### config.mk
export PLATFORM = sky130hd
export DESIGN_NAME = sum_checked_frame_parser
export DESIGN_NICKNAME = d
export VERILOG_FILES = /design/src/rtl/core/scfp_pkg.sv /design/src/rtl/core/sum_checked_frame_parser.sv
export SDC_FILE = /design/constraint.sdc
export NUM_CORES = 1
export LEC_CHECK = 0
export BUFFER_PORTS_ARGS = -buffer_cell sky130_fd_sc_hd__buf_2
export CELL_PAD_IN_SITES_DETAIL_PLACEMENT = 0
export CELL_PAD_IN_SITES_GLOBAL_PLACEMENT = 1
export CORE_MARGIN = 8
export CORE_UTILIZATION = 50
export CTS_CLUSTER_DIAMETER = 150
export CTS_CLUSTER_SIZE = 24
export DETAILED_ROUTE_END_ITERATION = 8
export PLACE_DENSITY = 0.83
export SYNTH_ARGS = -nofsm -noshare
export SYNTH_HDL_FRONTEND = slang
export SYNTH_SLANG_ARGS = --single-unit
### constraint.sdc
create_clock -name clk -period 4.9 [get_ports clk]
set_input_delay 0 -clock clk [delete_from_list [all_inputs] [get_ports clk]]
set_output_delay 0 -clock clk [all_outputs]
set_load 0.01 [all_outputs]
### src/rtl/core/scfp_pkg.sv
// Package for the sum-checked frame parser: parser phases, verdict codes,
// register indexes, reset values and the result record. No dependencies.
`timescale 1ns / 1ps

package scfp_pkg;

  typedef enum logic [2:0] {
    PH_HEAD = 3'd0,
    PH_TYPE = 3'd1,
    PH_LEN  = 3'd2,
    PH_DATA = 3'd3,
    PH_SUM  = 3'd4,
    PH_TAIL = 3'd5,
    PH_IDLE = 3'd6
  } phase_t;

  typedef enum logic [1:0] {
    ST_OK    = 2'd0,
    ST_FRAME = 2'd1,
    ST_SUM   = 2'd2,
    ST_LEN   = 2'd3
  } status_t;

  typedef enum logic [1:0] {
    REG_HEAD_BYTE = 2'd0,
    REG_TAIL_BYTE = 2'd1,
    REG_MAX_LEN   = 2'd2
  } reg_index_t;

  localparam logic        KIND_PAYLOAD = 1'b0;
  localparam logic        KIND_VERDICT = 1'b1;

  localparam logic [7:0] MAX_PAYLOAD    = 8'd32;
  localparam logic [7:0] HEAD_BYTE_RST  = 8'd170;
  localparam logic [7:0] TAIL_BYTE_RST  = 8'd85;
  localparam logic [5:0] MAX_LEN_RST    = 6'd32;

  typedef struct packed {
    logic       out_kind;
    logic [7:0] payload_byte;
    logic [7:0] frame_type;
    logic [7:0] frame_len;
    status_t    status;
    logic       last;
  } result_t;

endpackage

### src/rtl/core/sum_checked_frame_parser.sv
// Top level of the sum-checked frame parser: byte-wise frame state machine
// with a two-entry output stage. Depends on scfp_pkg.
`timescale 1ns / 1ps

// Parses head, type, length, payload, checksum (mod-256 payload sum) and tail
// bytes, one byte per transaction. Every payload byte is forwarded; the tail,
// a wrong head or an over-long length yields a verdict with last set. After a
// verdict bytes are dropped until buffer_start. Throughput is one byte per
// cycle: the frame state updates in the cycle a byte is accepted and the
// result lands in an output register backed by one skid entry, so in_stall
// rises only while both output entries are held by a stalled consumer.
// Each accepted byte's result is registered in out_q, or in the skid entry while out_q is held.
module sum_checked_frame_parser (
  input  logic       clk,
  input  logic       rst,
  input  logic       cfg_we,
  input  logic [1:0] cfg_index,
  input  logic [7:0] cfg_data,
  input  logic       in_valid,
  output logic       in_stall,
  input  logic [7:0] rx_byte,
  input  logic       buffer_start,
  output logic       out_valid,
  input  logic       out_stall,
  output logic       out_kind,
  output logic [7:0] payload_byte,
  output logic [7:0] frame_type,
  output logic [7:0] frame_len,
  output logic [1:0] status,
  output logic       last
);
  import scfp_pkg::*;

  logic [7:0] head_byte;
  logic [7:0] tail_byte;
  logic [5:0] max_len;

  phase_t     phase, phase_next;
  logic [7:0] type_seen, type_seen_next;
  logic [7:0] length_seen, length_seen_next;
  logic [5:0] payload_count, payload_count_next;
  logic [7:0] running_sum, running_sum_next;
  logic       sum_matched, sum_matched_next;

  phase_t     cur_phase;
  logic [7:0] cur_type, cur_len, cur_sum;
  logic [5:0] cur_count;
  logic       cur_matched;
  logic [7:0] limit;
  logic [5:0] count_inc;

  logic       res_valid;
  result_t    res;

  result_t    out_q, skid_q;
  logic       skid_valid;
  logic       accept, take;

  assign in_stall = skid_valid;
  assign accept   = in_valid & ~in_stall;
  assign take     = out_valid & ~out_stall;

  // config registers
  always_ff @(posedge clk) begin
    if (rst) begin
      head_byte <= HEAD_BYTE_RST;
      tail_byte <= TAIL_BYTE_RST;
      max_len   <= MAX_LEN_RST;
    end else if (cfg_we) begin
      unique case (cfg_index)
        REG_HEAD_BYTE: head_byte <= cfg_data;
        REG_TAIL_BYTE: tail_byte <= cfg_data;
        REG_MAX_LEN:   max_len   <= cfg_data[5:0];
        default: ;
      endcase
    end
  end

  // buffer start restarts the frame
  always_comb begin
    if (buffer_start) begin
      cur_phase   = PH_HEAD;
      cur_type    = 8'd0;
      cur_len     = 8'd0;
      cur_count   = 6'd0;
      cur_sum     = 8'd0;
      cur_matched = 1'b0;
    end else begin
      cur_phase   = phase;
      cur_type    = type_seen;
      cur_len     = length_seen;
      cur_count   = payload_count;
      cur_sum     = running_sum;
      cur_matched = sum_matched;
    end
  end

  assign limit     = (MAX_PAYLOAD < {2'b00, max_len}) ? MAX_PAYLOAD : {2'b00, max_len};
  assign count_inc = cur_count + 6'd1;

  // next state
  always_comb begin
    phase_next         = cur_phase;
    type_seen_next     = cur_type;
    length_seen_next   = cur_len;
    payload_count_next = cur_count;
    running_sum_next   = cur_sum;
    sum_matched_next   = cur_matched;
    unique case (cur_phase)
      PH_HEAD: phase_next = (rx_byte == head_byte) ? PH_TYPE : PH_IDLE;
      PH_TYPE: begin
        type_seen_next = rx_byte;
        phase_next     = PH_LEN;
      end
      PH_LEN: begin
        length_seen_next = rx_byte;
        if (rx_byte > limit) begin
          phase_next = PH_IDLE;
        end else begin
          payload_count_next = 6'd0;
          running_sum_next   = 8'd0;
          phase_next         = (rx_byte == 8'd0) ? PH_SUM : PH_DATA;
        end
      end
      PH_DATA: begin
        running_sum_next   = cur_sum + rx_byte;
        payload_count_next = count_inc;
        if ({2'b00, count_inc} >= cur_len) begin
          phase_next = PH_SUM;
        end
      end
      PH_SUM: begin
        sum_matched_next = (rx_byte == cur_sum);
        phase_next       = PH_TAIL;
      end
      PH_TAIL: phase_next = PH_IDLE;
      default: phase_next = PH_IDLE;
    endcase
  end

  // result for this byte
  always_comb begin
    res_valid        = 1'b0;
    res.out_kind     = KIND_VERDICT;
    res.payload_byte = 8'd0;
    res.frame_type   = type_seen_next;
    res.frame_len    = length_seen_next;
    res.status       = ST_OK;
    res.last         = 1'b1;
    unique case (cur_phase)
      PH_HEAD: begin
        if (rx_byte != head_byte) begin
          res_valid  = 1'b1;
          res.status = ST_FRAME;
        end
      end
      PH_LEN: begin
        if (rx_byte > limit) begin
          res_valid  = 1'b1;
          res.status = ST_LEN;
        end
      end
      PH_DATA: begin
        res_valid        = 1'b1;
        res.out_kind     = KIND_PAYLOAD;
        res.payload_byte = rx_byte;
        res.last         = 1'b0;
      end
      PH_TAIL: begin
        res_valid = 1'b1;
        priority if (rx_byte != tail_byte) begin
          res.status = ST_FRAME;
        end else if (!cur_matched) begin
          res.status = ST_SUM;
        end else begin
          res.status = ST_OK;
        end
      end
      default: ;
    endcase
  end

  always_ff @(posedge clk) begin
    if (rst) begin
      phase         <= PH_HEAD;
      type_seen     <= 8'd0;
      length_seen   <= 8'd0;
      payload_count <= 6'd0;
      running_sum   <= 8'd0;
      sum_matched   <= 1'b0;
    end else if (accept) begin
      phase         <= phase_next;
      type_seen     <= type_seen_next;
      length_seen   <= length_seen_next;
      payload_count <= payload_count_next;
      running_sum   <= running_sum_next;
      sum_matched   <= sum_matched_next;
    end
  end

  // output register plus skid entry
  always_ff @(posedge clk) begin
    if (rst) begin
      out_valid  <= 1'b0;
      skid_valid <= 1'b0;
    end else begin
      priority if (!out_valid) begin
        out_valid <= accept & res_valid;
      end else if (take) begin
        if (skid_valid) begin
          skid_valid <= accept & res_valid;
        end else begin
          out_valid <= accept & res_valid;
        end
      end else begin
        if (accept & res_valid) begin
          skid_valid <= 1'b1;
        end
      end
    end
  end

  always_ff @(posedge clk) begin
    priority if (!out_valid || (take && !skid_valid)) begin
      out_q <= res;
    end else if (take) begin
      out_q  <= skid_q;
      skid_q <= res;
    end else begin
      if (!skid_valid) begin
        skid_q <= res;
      end
    end
  end

  assign out_kind     = out_q.out_kind;
  assign payload_byte = out_q.payload_byte;
  assign frame_type   = out_q.frame_type;
  assign frame_len    = out_q.frame_len;
  assign status       = out_q.status;
  assign last         = out_q.last;

endmodule
* Yosys cells after proc, flatten, opt, wreduce, memory -nomap -nowiden
Index checks and enable logic that the tools add are counted.
Word-level totals: output and inout port bits 30, bits of input ports 24, logic and storage cells 100, register bits after elaboration 114
Cells by class: eq/ne operators 12, add/subtract/negate cells 2, multiplexer cells 39, reduce and logical (&&, ||, !) cells 15, bitwise logic cells 6, magnitude comparators 3
Operators with widths (number):
- $mux 28 | 4
- $mux 8 | 6
- $mux 6 | 3
- $eq 8x8->1 | 2
- $ne 8x8->1 | 2
- $pmux 8 s2 | 1
- $mux 3 | 5
- $pmux 3 s5 | 1
- $mux 1 | 12
- $pmux 6 s2 | 1
- $reduce_and 2->1 | 5
- $mux 9 | 1
- $add 8x8->8 | 1
- $ge 6x8->1 | 1
- $gt 8x6->1 | 1
- $logic_not 8->1 | 1
- $add 6x1->6 const B | 1
- $eq 3x2->1 const B | 2
- $eq 3x3->1 const B | 2
- $lt 6x6->1 const A | 1
- $mux 2 | 3
- $pmux 2 s3 | 1
- $reduce_bool 2->1 | 2
- $and 1x1->1 | 3
- 12 further kinds | 15

* Logic depth before layout (Yosys ltp)
Gate-level depths: netlist of the first run.
depth in word-level cells 9, mapped depth 16, mapped depth without buffers 13

* Least setup slack after synthesis of the first run
No wires, ideal clock.
kind in2reg, start point input port buffer_start, end point register phase[2], data required time 4.768 ns, buffers on the path 4, library setup time 0.132 ns, cell stages on the path 11, arrival 2.426 ns, slack 2.342 ns, path through buf_2 buf_2 buf_2 clkbuf_1 nor2b_1 ha_1 ha_1 a2111oi_0 o31ai_1 a2111oi_0 nor3_1
On the way: cells in the longest elaborated chain, start to end 5, elaborated cells on any way between the ends 12, those cells by class add/sub (1); order compare (1); eq/ne (4); mux (5); reduce/logical (1)
Ends and longest elaborated chain:
- start: declaration | RTL line sum_checked_frame_parser.sv:22 | input logic buffer_start,
- $mux 6 | RTL line sum_checked_frame_parser.sv:81 | if (buffer_start) begin
- $add 6x1->6 | RTL line sum_checked_frame_parser.sv:99 | assign count_inc = cur_count + 6'd1;
- $ge 6x8->1 | RTL line sum_checked_frame_parser.sv:128 | if ({2'b00, count_inc} >= cur_len) begin
- $mux 3 | RTL line sum_checked_frame_parser.sv:128
- $pmux 3 s5 (*) | RTL line sum_checked_frame_parser.sv:109 | unique case (cur_phase)
- end signal: assignment | RTL line sum_checked_frame_parser.sv:192 | phase <= phase_next;
- end: declaration | RTL line sum_checked_frame_parser.sv:38 | phase_t phase, phase_next;
Mark *: on every way between the ends. The rest lies on a longest branch, timed or not. A chain may end at the register's enable or synchronous reset.

* Worst setup path in the final report of the first run
Ends and elaborated chain as after synthesis.

==> impl_metrics.ini, run 1 <==
[critical_path]
cp.required_ns = 5.11
reg2reg_depth = 6
crit_top_cell = ha_1
cp-start-kind = primary input
worstPathMaxFanout = 43
crit_type = in -> reg
cpPeakStageDelay_ns = 0.64
endpoint_kind = register
cp_slowest_cell = buf_2
cp.arrival_ns = 2.69
path_cells = buf_2 > nand2b_1 > inv_1 > ha_1 > nand3_1 > xor2_1 > nor2_1 > ha_1 > and2_1 > o21ai_0 > o31ai_1 > a2111oi_0 > nor3_1

[global_routing]
grt_pass1_wl_um = 20200
grt_max_degree = 51
grt_usage = 0.171
grt_pass1_vias = 4015
gr-total-overflow = 0
antenna_found_initial = 0

[logic_synthesis]
syn-num-nets = 577
synth_compound_area_frac = 0.151
synth_seq_cells = 112
synth_top_family_by_area = simple AND/OR/NAND/NOR gates
async_flop_share = 0
synth_xor_area_frac = 0.0409
syn_inst = 532
yosys.area_share.simple = 0.170
yosysWarnings = 0
synth_edf_count = 54
synth.avg_cell_area_um2 = 10.5
ys.flop_type = dfxtp_1
synth-seq-area-share = 0.499
synth_adder_area_share = 0.0485
syn-cell-area_um2 = 5570
synthMuxAreaShare = 0.0440
ys_types = 64

[power]
leakage_nw = 2.62
sw_frac_of_total = 0.256
p_per_area_nw_per_um2 = 306
clkPwrFrac = 0.302
ir_drop_mv = 0.148
p_seq_frac = 0.564
internal_power_mw = 1.41
p_sw_mw = 0.485
combPwrFrac = 0.135

[routing]
dr.first_iter.drc_count = 281
wl_um = 12200
ant_nets = 0
route.detailed.drc = 0
first_pass_iters = 4
avgRoutedWirePerCell_um = 16.9
vias = 4060
drt-vias-per-instance = 5.61

[layout]
finalNonFillerCells = 724
diodes = 0
largest_register = skid_q
largest_reg_flops = 27
design_area_um2 = 6190
fin_nets = 624
drive_gt1_frac = 0.170
syn2layout_area_growth_pct = 11.1

[clock_tree]
clock_latency_ns = 0.36
cts_buffer_depth = 2
post_cts_buffers = 0
cts_tree = done
cts_hold_buf = 10
htreeDepth = 3
clkTransAtPathRegs_ns = 0.10
cts-root-buf = clkbuf_8
numCtsBuffers = 9
cts.sinks = 112
cts.repair.resized = 0

[place]
post-place-ws_ns = 2.06
dpl_cell_area_um2 = 5880
dp_hpwl_um = 8280
dp.cells = 698
place.gp.congestion = 0.854
portBuffers = 53

[sta]
relSlewSlack = 0.224
setup_viol = 0
rsz0062_at_grt = false
clock_skew_ns = 0.00850
layout_setup_ws_ns = 2.42
hold_viol = 0
clock.fmax_ghz = 0.404
finalSetupTns_ns = 0
maxSlewViolCount = 0
worst-slew-pin-transition_ns = 1.16
finalCritPeriodShare = 0.505
fin_crit_ns = 2.48

[floorplan]
core_area_um2 = 10800
io_pins = 54
die_area_um2 = 14800
die_h_um = 122
initial_core_util = 0.514
rows = 38
die_w_um = 122

[min_path]
hold_depth = 3
hold_class = in -> reg

[run]
drv_cap = 0

[run_status]
status = completed
==> final timing paths <==
path	from	endpoint	slack [ns]
max reg2reg	phase[2]	running_sum[7]	2.44
min reg2reg	running_sum[1]	running_sum[1]	0.48
min	out_stall	in_stall	0.06
max	buffer_start	phase[2]	2.42
==> per-stage QoR <==
step | utilization | hold WS [ns] | total power [mW]
after floorplan | - | 0.118 | 1.25
after global placement | 0.543 | 0.225 | 1.33
after detailed placement | 0.543 | 0.236 | 1.34
after CTS | 0.571 | 0.0434 | 1.91
after global routing | 0.571 | 0.0345 | 1.98
final | 0.571 | 0.0595 | 1.89
==> critical path: cells and delay by family <==
kind                       cells  cell delay [ns]
adders and majority gates      2             0.46
buffers and inverters          2             0.72
and+or+nand+nor                5             0.63
xor gates and xnor gates       1             0.14
AOI/OAI and AO/OA              3             0.70
==> synthesized netlist by cell type, drive strengths merged (2+ instances only) <==
cell type  instances  area [µm²]
mux2               9         105
o31ai              3        36.3
nor2b             19         119
nor2              74         278
o211ai             2        15.0
a21oi             44         220
o21bai             2        15.0
and3               2        13.8
nor4               7        43.8
xnor2              6        52.6
nand2b            15        93.8
inv               25        93.8
xor2              20         175
a211oi            18         135
a21o               4        30.0
nor3b             11        82.6
a22o              12         105
mux2i             14         140
a2111oi            3        45.1
nand4              3        18.8
nand3b             2        15.0
dfxtp             58        1160
o41ai              2        36.3
a31oi              2        12.5
o21ai              8        47.6
a211o              9        80.1
ha                20         250
nor3               7        51.3
nand3              8        50.1
o21a               2        15.0
edfxtp            54        1620
buf               14         103
nand2             15        58.8
or4                3        26.3
and2               8        50.1
clkbuf            16        61.3
==> per-layer routing <==
| metal | track usage | up-vias | share of wire |
|---|---|---|---|
| li1 | - | 1997 | - |
| met5 | 0 | - | 0 |
| met4 | 0.0509 | 0 | 0.012 |
| met1 | 0.220 | 1949 | 0.46 |
| met2 | 0.285 | 100 | 0.48 |
| met3 | 0.0347 | 14 | 0.048 |
==> power by group through the flow <==
stage	combinational [mW]	clock, mW	sequential [mW]
after floorplan	0.155	0	1.10
after global placement	0.245	0	1.09
after detailed placement	0.251	0	1.09
after CTS	0.258	0.585	1.07
after global routing	0.282	0.621	1.07
final	0.255	0.571	1.07
==> cells by family (layout without fill, tap and decap cells) <==
kind of cell | Yosys count | in the layout
buffers and inverters | 55 | 107
AOI/OAI and AO/OA | 117 | 117
xor gates and xnor gates | 26 | 26
and+or+nand+nor | 178 | 178
DFF | 112 | 112
adders and majority gates | 21 | 21
muxes | 23 | 23
==> layout make-up <==
class,count,area [µm²]
clock buffer,12,155
clock inverter,4,51.3
fill,941,4650
inverter,25,93.8
multi-input combinational,365,2540
sequential,112,2780
tap,140,175
timing repair buffer,66,388
==> cells in the final DEF, fill, tap and decap left out, types with 6 or more instances in the layout <==
cell type / n
dfxtp_1: 58
a211oi_1: 18
o21ai_0: 6
nor2b_1: 18
nor4_1: 7
nand2_1: 14
nand3_1: 6
xor2_1: 20
mux2i_1: 14
buf_2: 53
mux2_2: 8
nand2b_1: 15
nor3b_1: 11
a22o_1: 12
nor2_1: 73
ha_1: 20
a21oi_1: 44
clkbuf_8: 11
inv_1: 24
dlygate4sd3_1: 10
a211o_1: 8
and2_1: 8
edfxtp_1: 54
xnor2_1: 6
(Power assumes the default switching activity.)
==> run 2, diff against run 1 <==
--- a/config.mk
+++ b/config.mk
@@ -9,11 +9,11 @@
 export CELL_PAD_IN_SITES_DETAIL_PLACEMENT = 0
 export CELL_PAD_IN_SITES_GLOBAL_PLACEMENT = 1
 export CORE_MARGIN = 8
-export CORE_UTILIZATION = 50
+export CORE_UTILIZATION = 42
 export CTS_CLUSTER_DIAMETER = 150
 export CTS_CLUSTER_SIZE = 24
 export DETAILED_ROUTE_END_ITERATION = 8
-export PLACE_DENSITY = 0.83
+export PLACE_DENSITY = 0.75
 export SYNTH_ARGS = -nofsm -noshare
 export SYNTH_HDL_FRONTEND = slang
 export SYNTH_SLANG_ARGS = --single-unit
==> constraint.sdc (replaced) <==
create_clock -name clk -period 2 [get_ports clk]
set_input_delay 0 -clock clk [delete_from_list [all_inputs] [get_ports clk]]
set_output_delay 0 -clock clk [all_outputs]
set_load 0.01 [all_outputs]
==> run 2 against run 1 <==
Against the previous run:
- the run now ends with negative setup slack left
- routed wire length increased by 9.8%
- combinational power increased to 2.9 times the previous value
- critical endpoint is now phase[0]
- register-to-register slack got worse by 2.6 ns
- clock power increased to 3.2 times the previous value
- global-route usage decreased by 1.2 points
- utilization decreased by 3.2 points
- highest routed layer unchanged
- non-clock buffer count increased by 56
- via count increased by 4.7%
- critical path type is now reg -> reg
- clock-buffer cell count decreased by 1
- first-iteration DRC count decreased by 22%
- critical path depth decreased by 3
- total power increased to 2.7 times the previous value
==> impl_metrics.ini, run 2 (same netlist as run 1, synthesis figures left out) <==
[run_status]
status = finished with violations
violations = negative setup slack

[critical_path]
worstPathMaxFanout = 3
cp.required_ns = 2.26
crit_type = reg -> reg
cp.arrival_ns = 2.42
cp-start-kind = register
endpoint_kind = register
reg2reg_slack_ns = -0.15

[clock_tree]
htreeDepth = 3
cts.sinks = 112
cts-root-buf = clkbuf_16
numCtsBuffers = 9
cts_tree = done
clkTransAtPathRegs_ns = 0.07
cts_buffer_depth = 2
clock_latency_ns = 0.36

[sta]
hold_viol = 0
setup_viol = 17
rsz0062_at_grt = true
finalSetupTns_ns = -0.858
layout_setup_ws_ns = -0.153
hold_ws_ns = 0.0434
clock_skew_ns = 0.0101
worst-slew-pin-transition_ns = 0.580
maxSlewViolCount = 0
fin_crit_ns = 2.15
finalCritPeriodShare = 1.08
relSlewSlack = 0.612
clock.fmax_ghz = 0.465

[global_routing]
gr-total-overflow = 0
grt_pass1_vias = 4336
grt_pass1_wl_um = 22400
grt_usage = 0.159
grt_max_degree = 35
antenna_found_initial = 0

[floorplan]
initial_core_util = 0.426
die_h_um = 131
core_area_um2 = 13100
io_pins = 54
rows = 42
die_area_um2 = 17200
die_w_um = 131

[place]
portBuffers = 53
dp.cells = 784
dp_hpwl_um = 9550
place.gp.congestion = 0.809

[power]
ir_drop_mv = 0.388
p_per_area_nw_per_um2 = 736
power_mw = 5.19
leakage_nw = 3.02

[min_path]
hold_class = in -> reg

[layout]
largest_reg_flops = 27
largest_register = skid_q
fin_nets = 680
final_cell_mix = nor2_1 (71), buf_4 (55), edfxtp_1 (54), buf_2 (53), dfxtp_1 (51)
drive_gt1_frac = 0.306
layout_commonest_cell = nor2_1
nFillCells = 1154
finalNonFillerCells = 816
diodes = 0
syn2layout_area_growth_pct = 26.5

[routing]
drt-vias-per-instance = 5.21
wl_um = 13400
dr.first_iter.drc_count = 218
route.detailed.drc = 0
ant_nets = 0
vias = 4252
avgRoutedWirePerCell_um = 16.5
first_pass_iters = 4

[run]
drv_cap = 0
## run 2: changes by cell type in the layout (fill, tap and decap cells not counted), sizes merged
| cell | delta |
|---|---|
| clkinvlp | +1 |
| clkinv | -1 |
| inv | +1 |
| buf | +55 |
## run 2: cell type report
| cell class | count | area [µm²] | area share |
|---|---|---|---|
| inverters | 25 | 98.8 | 0.0140 |
| multi-input cells | 365 | 2780 | 0.394 |
| clock buffers | 11 | 233 | 0.0330 |
| flip-flops and latches | 112 | 2790 | 0.396 |
| clock inverters | 5 | 63.8 | 0.00905 |
| well taps | 176 | 220 | 0.0312 |
| repair buffers | 122 | 863 | 0.122 |
## run 2: repair_timing
action                                  in CTS  in global routing
endpoints found under the hold margin       20                  0
hold buffers                                10                  0
resized for setup                           28                 16
cloned                                       1                  0
pin swaps                                   13                 18
setup buffers                                3                  2
endpoints found under the setup margin      20                 23
## run 2: layer usage
layer | vias up | wire (µm) | global-route usage
met2 | 67 | 6470 | 0.263
met5 | - | 0 | 0
met1 | 2048 | 6120 | 0.196
met4 | 0 | 371 | 0.0665
met3 | 23 | 486 | 0.0328
li1 | 2114 | - | -
## run 2: final timing paths
kind / from / to / cells after the start
max: payload_count[0] / phase[0] / 10
min: rst / out_valid / 2
max reg2reg: payload_count[0] / phase[0] / 10
min reg2reg: running_sum[0] / running_sum[0] / 1
## run 2: stage by stage
| stage | utilization | area (µm²) | worst slack [ns] |
|---|---|---|---|
| detailed placement | 0.488 | 6380 | -0.264 |
| global placement | 0.488 | 6380 | -0.180 |
| CTS | 0.535 | 6990 | -0.164 |
| finish | 0.539 | 7050 | -0.153 |
| global route | 0.539 | 7050 | -0.247 |
| floorplan | - | 5670 | -0.141 |
## run 2: report_power, final
part / switching, mW / internal [mW]
combinational: 0.421 / 0.325
clock: 0.843 / 0.987
sequential: 0.0587 / 2.55
## run 2: critical path: stages, from the launching register on
cell and delay (ns):
dfxtp_2 0.35, nand2b_4 0.06, or3_1 0.38, a21oi_2 0.16, ha_1 0.27, and2_4 0.16, o21ai_4 0.15, o31ai_4 0.10
nor2_2 0.11, a31oi_1 0.05, a221oi_1 0.27
